==> config.mk <==
export PLATFORM = sky130hd
export DESIGN_NAME = ksbd_ctrl
export DESIGN_NICKNAME = d
export VERILOG_FILES = /design/src/rtl/ksbd_pkg.sv /design/src/rtl/ksbd_ctrl.sv
export SDC_FILE = /design/constraint.sdc
export NUM_CORES = 1
export LEC_CHECK = 0
export ABC_AREA = 1
export BUFFER_PORTS_ARGS = -buffer_cell sky130_fd_sc_hd__buf_2
export CORE_MARGIN = 2
export CORE_UTILIZATION = 35
export CTS_CLUSTER_DIAMETER = 30
export DETAILED_ROUTE_END_ITERATION = 6
export PLACE_DENSITY = 0.7
export SETUP_SLACK_MARGIN = 0.4
export SLEW_MARGIN = 20
export SYNTH_ARGS = -nofsm -noshare
export SYNTH_HDL_FRONTEND = slang
export SYNTH_SLANG_ARGS = --single-unit
==> constraint.sdc <==
create_clock -name clk -period 1.51 [get_ports clk]
set_clock_uncertainty 0.2 [all_clocks]
set_input_delay 0.0755 -clock clk [delete_from_list [all_inputs] [get_ports clk]]
set_output_delay 0.0755 -clock clk [all_outputs]
set_load 0.02 [all_outputs]
==> src/rtl/ksbd_pkg.sv <==
package ksbd_pkg;

  typedef enum logic [1:0] {
    CMD_WRITE = 2'd0,
    CMD_QUERY = 2'd1,
    CMD_CLEAR = 2'd2
  } cmd_t;

  localparam int IDX_W    = 6;
  localparam int NORM_W   = 19;
  localparam int SIZE_W   = 13;
  localparam int DIST_W   = 25;
  localparam int BRG_W    = 17;
  localparam int COORD_W  = 25;
  localparam int DIFF_W   = COORD_W + 1;
  localparam int VEC_W    = 36;
  localparam int ANG_W    = 32;
  localparam int STEP_W   = 5;
  localparam int GUARD    = 6;
  localparam int LO_W     = 18;
  localparam int HI_W     = 17;
  localparam int PROD_W   = 67;

  localparam logic [31:0]       INV_GAIN     = 32'd2608131496;
  localparam logic [BRG_W-1:0]  BEARING_FULL = 17'd92160;
  localparam logic [ANG_W-1:0]  HALF_TURN    = 32'h8000_0000;

  typedef logic [STEP_W-1:0] step_t;

  typedef struct packed {
    logic  capture;
    logic  scale;
    logic  store;
    logic  load_a;
    logic  rd_sel_b;
    logic  load_diff;
    logic  init;
    logic  iter;
    step_t step;
    logic  mul_lo;
    logic  mul_hi;
    logic  finish;
    logic  load_out;
  } ctl_t;

  typedef struct packed {
    logic miss;
  } sts_t;

  function automatic logic [ANG_W-1:0] atan_entry(input step_t i);
    logic [ANG_W-1:0] r;
    unique case (i)
      5'd0:  r = 32'h20000000;
      5'd1:  r = 32'h12E4051E;
      5'd2:  r = 32'h09FB385B;
      5'd3:  r = 32'h051111D4;
      5'd4:  r = 32'h028B0D43;
      5'd5:  r = 32'h0145D7E1;
      5'd6:  r = 32'h00A2F61E;
      5'd7:  r = 32'h00517C55;
      5'd8:  r = 32'h0028BE53;
      5'd9:  r = 32'h00145F2F;
      5'd10: r = 32'h000A2F98;
      5'd11: r = 32'h000517CC;
      5'd12: r = 32'h00028BE6;
      5'd13: r = 32'h000145F3;
      5'd14: r = 32'h0000A2FA;
      5'd15: r = 32'h0000517D;
      5'd16: r = 32'h000028BE;
      5'd17: r = 32'h0000145F;
      5'd18: r = 32'h00000A30;
      5'd19: r = 32'h00000518;
      5'd20: r = 32'h0000028C;
      5'd21: r = 32'h00000146;
      5'd22: r = 32'h000000A3;
      5'd23: r = 32'h00000051;
      5'd24: r = 32'h00000029;
      5'd25: r = 32'h00000014;
      5'd26: r = 32'h0000000A;
      5'd27: r = 32'h00000005;
      5'd28: r = 32'h00000003;
      5'd29: r = 32'h00000001;
      5'd30: r = 32'h00000001;
      default: r = 32'h00000000;
    endcase
    return r;
  endfunction

endpackage

==> src/rtl/ksbd_ctrl.sv <==
module ksbd_ctrl #(
  parameter int CORDIC_STEPS = 24
) (
  input  logic                  clk,
  input  logic                  rst,
  input  logic                  in_valid,
  output logic                  in_stall,
  input  logic [1:0]            cmd,
  output logic                  out_valid,
  input  logic                  out_stall,
  output ksbd_pkg::ctl_t        ctl,
  input  ksbd_pkg::sts_t        sts
);

  localparam int SW = $clog2(CORDIC_STEPS);

  typedef enum logic [3:0] {
    S_IDLE, S_WMUL, S_WSTORE, S_RDA, S_RDB, S_DIFF, S_INIT, S_ITER,
    S_MLO, S_MHI, S_FIN, S_DONE
  } state_t;

  state_t          state;
  logic [SW-1:0]   step;

  assign in_stall = (state != S_IDLE);

  always_comb begin
    ctl           = '0;
    ctl.capture   = (state == S_IDLE) && in_valid;
    ctl.scale     = (state == S_WMUL);
    ctl.store     = (state == S_WSTORE);
    ctl.rd_sel_b  = (state == S_RDB);
    ctl.load_a    = (state == S_RDB);
    ctl.load_diff = (state == S_DIFF);
    ctl.init      = (state == S_INIT);
    ctl.iter      = (state == S_ITER);
    ctl.step      = ksbd_pkg::step_t'(step);
    ctl.mul_lo    = (state == S_MLO);
    ctl.mul_hi    = (state == S_MHI);
    ctl.finish    = (state == S_FIN);
    ctl.load_out  = (state == S_DONE) && (!out_valid || !out_stall);
  end

  always_ff @(posedge clk) begin
    if (rst) begin
      state     <= S_IDLE;
      step      <= '0;
      out_valid <= 1'b0;
    end else begin
      if ((state == S_DONE) && (!out_valid || !out_stall)) begin
        out_valid <= 1'b1;
      end else if (out_valid && !out_stall) begin
        out_valid <= 1'b0;
      end
      unique case (state)
        S_IDLE: begin
          if (in_valid) begin
            unique case (ksbd_pkg::cmd_t'(cmd))
              ksbd_pkg::CMD_WRITE: state <= S_WMUL;
              ksbd_pkg::CMD_QUERY: state <= S_RDA;
              default:             state <= S_DONE;
            endcase
          end
        end
        S_WMUL:   state <= S_WSTORE;
        S_WSTORE: state <= S_DONE;
        S_RDA:    state <= sts.miss ? S_DONE : S_RDB;
        S_RDB:    state <= S_DIFF;
        S_DIFF:   state <= S_INIT;
        S_INIT: begin
          step  <= '0;
          state <= S_ITER;
        end
        S_ITER: begin
          if (step == SW'(CORDIC_STEPS - 1)) begin
            state <= S_MLO;
          end else begin
            step <= step + 1'b1;
          end
        end
        S_MLO: state <= S_MHI;
        S_MHI: state <= S_FIN;
        S_FIN: state <= S_DONE;
        S_DONE: begin
          if (!out_valid || !out_stall) begin
            state <= S_IDLE;
          end
        end
        default: state <= S_IDLE;
      endcase
    end
  end

endmodule

==> impl_metrics.env <==
export IMPL_status="finished with violations"
export IMPL_violations="negative hold slack"
export IMPL_dpl_worst_slack_ns=0.107
export IMPL_synth_top_area_share_pct=29.1
export IMPL_place_congestion=0.903
export IMPL_syn_area_sq_um=687
export IMPL_gr_total_overflow=0
export IMPL_worstPathCellList="nand2_4, nor2_4, inv_2, nor2_4, buf_6"
export IMPL_clkLatencyLatePin_ns=0.26
export IMPL_critPathMaxStageDelay_ns=0.40
export IMPL_htree_levels=1
export IMPL_synth_edf_count=0
export IMPL_final_nets=170
export IMPL_drive_gt1_share_pct=60.6
export IMPL_min_period_ns=1.46
export IMPL_cp_data_required_time_ns=1.23
export IMPL_syn_nets=123
export IMPL_grt_max_degree=8
export IMPL_rows=16
export IMPL_synthCells=115
export IMPL_slew_headroom_pct=72.3
export IMPL_hp_start="out_stall"
export IMPL_tightest_slew_ns=0.414
export IMPL_p_leak_nw=0.613
export IMPL_yosysSeqAreaShare_pct=29.1
export IMPL_synth_top_cells_by_area="dfxtp_1 29%, nand2_1 15%, nor2_1 12%"
export IMPL_slew_violations=0
export IMPL_cap_violations=0
export IMPL_grt_setup_unrepaired="true"
export IMPL_cp_max_fo=5
export IMPL_end_kind="output pin"
export IMPL_cts_sinks=10
export IMPL_whs_ns=-0.0953
export IMPL_synth_most_common_cell="nand2_1"
export IMPL_vias=888
export IMPL_synth_ff_type="dfxtp_1"
export IMPL_root_buffer="clkbuf_4"
export IMPL_finalWirelength_microns=2300
export IMPL_syn_avg_cell_area_sq_um=5.97
export IMPL_power_density_mw_per_mm2=1200
export IMPL_port_buffers=25
export IMPL_die_x_microns=48.3
export IMPL_cts_tree="done"
export IMPL_power_w=0.00152
export IMPL_fp_dieArea_sq_mm=0.00233
export IMPL_arrival_ns=1.19
export IMPL_hold_violations=4
export IMPL_diodes=0
export IMPL_synthArstFlopShare_pct=0
export IMPL_startpoint="state[0]$_SDFFE_PP0P_"
export IMPL_synth_seq_cells=10
export IMPL_grt_pass1_vias=800
export IMPL_syn2layout_area_growth_pct=84.5
export IMPL_antenna_found_initial=0
export IMPL_via_per_inst=4.75
export IMPL_cpMaxStageDelayCell="dfxtp_4"
export IMPL_grt_pass1_wl_microns=3280
export IMPL_vdd_drop_max_mv=0.658
export IMPL_final_area_sq_mm=0.00127
export IMPL_max_freq_ghz=0.683
export IMPL_instances_no_fill=187
export IMPL_place_area_sq_um=903
export IMPL_io_pins=26
export IMPL_min_path_type="primary input to register"
export IMPL_r2r_start="state[1]$_SDFFE_PP0P_"
export IMPL_startpoint_type="register"
export IMPL_synth_commonest_cells="27 x nand2_1, 22 x nor2_1, 17 x inv_1, 10 x dfxtp_1, 9 x nand3_1"
export IMPL_drcViolationCount=0
export IMPL_final_setup_viol_count=0
export IMPL_postCtsHoldBufs=2
export IMPL_path_common_cell="nor2_4"
export IMPL_place_hpwl_microns=1330
export IMPL_dr_pass1_iters=4
export IMPL_cts_buffers=3
export IMPL_min_period_over_period_pct=96.9
export IMPL_synth_largest_area_cell="dfxtp_1"
export IMPL_fin_setup_tns_ns=0
export IMPL_cts_buffer_depth=2
export IMPL_clk_pin_slew_ns=0.06
export IMPL_dp_cells=167
export IMPL_final_antenna_net_count=0
export IMPL_wl_per_cell_microns=12.3
export IMPL_yosysWarnings=0
export IMPL_yosysUniqueCellTypes=20
export IMPL_drt_initial_drc_count=27
export IMPL_die_h_microns=48.3
export IMPL_grtUsageTotal_pct=17.8
export IMPL_worstSetupPathType="register to output pin"
export IMPL_fin_ws_ns=0.0464
export IMPL_core_area_sq_mm=0.00190
export IMPL_initial_core_util_pct=36.1
-- power by group --
group	total (W)	leakage, nW	internal [W]	switching, W
clock network	0.000177	0.0138	0.0000918	0.0000855
registers	0.000415	0.0866	0.000321	0.0000935
logic	0.000927	0.513	0.000386	0.000541
total	0.00152	0.613	0.000799	0.000720
-- final timing paths --
check	to	slack, ns	cells past startpoint
worst max register to register	step[3]$_SDFFE_PP0P_	0.07	10
worst max-delay path	ctl[0]	0.05	5
worst min register to register	out_valid$_SDFFE_PP0P_	0.31	2
worst min-delay path	out_valid$_SDFFE_PP0P_	-0.1	3
-- area by class of cell --
type	count	area, sq um
well taps	27	33.8
fillers	157	634
clock buffers	3	22.5
flip-flops and latches	10	225
repair buffers	44	358
multi-input cells	83	546
inverters	20	82.6
-- through the flow --
step | hold WS, ns | util, %
6_report | -0.0953 | 66.6
5_1_grt | -0.0718 | 66.6
2_1_floorplan | 0.0463 | -
4_1_cts | -0.103 | 57.6
3_5_place_dp | 0.149 | 47.5
3_3_place_gp | 0.146 | 47.5
-- repair_timing --
item,CTS,global route
buffers inserted,7,8
gates cloned,0,0
pin swaps,10,11
endpoints found under the setup margin,23,26
endpoints found under the hold margin,7,4
resized for setup,34,32
-- layer usage --
| layer | wire length, microns | global-route usage [%] | up-vias |
|---|---|---|---|
| li1 | - | - | 446 |
| met1 | 895 | 19.3 | 410 |
| met2 | 1250 | 32.4 | 28 |
| met3 | 131 | 4.32 | 4 |
| met4 | 22 | 8.57 | 0 |
| met5 | 0 | 0 | - |
-- state kept, by name, summed over array words and instances (netlist names) --
register and count:
state 4, out_valid 1, step 5
-- cells in the final DEF, fill, tap and decap left out, types with 2 or more instances in the layout --
cell type	netlist	routed
o21ai_0	2	2
nand2_1	27	22
nor2_1	22	10
nand2_4	2	4
nor2_2	2	10
dfxtp_1	10	2
buf_6	0	14
a21oi_2	0	5
buf_4	1	16
dfxtp_2	0	2
buf_2	0	12
dlygate4sd3_1	0	2
inv_2	3	7
a21oi_1	8	3
nand3_1	9	8
clkbuf_4	0	3
nor2_4	2	6
inv_1	17	11
dfxtp_4	0	6
nand2_2	3	5
-- cells by family (layout without fill, tap and decap cells) --
group | after synthesis | in the layout | synth area share [%]
compound gates | 13 | 13 | 10.2
buf+inv | 22 | 67 | 12.6
fa+ha+maj | 1 | 1 | 1.82
flops | 10 | 10 | 29.1
simple gates | 69 | 69 | 46.3
-- critical path, delay by kind of cell (launching register included) --
family	cells	cell delay, ns
AND/OR/NAND/NOR	3	0.34
buffers and inverters	2	0.18
flip-flops	1	0.40
No activity file was read; power rests on OpenSTA's default activity.
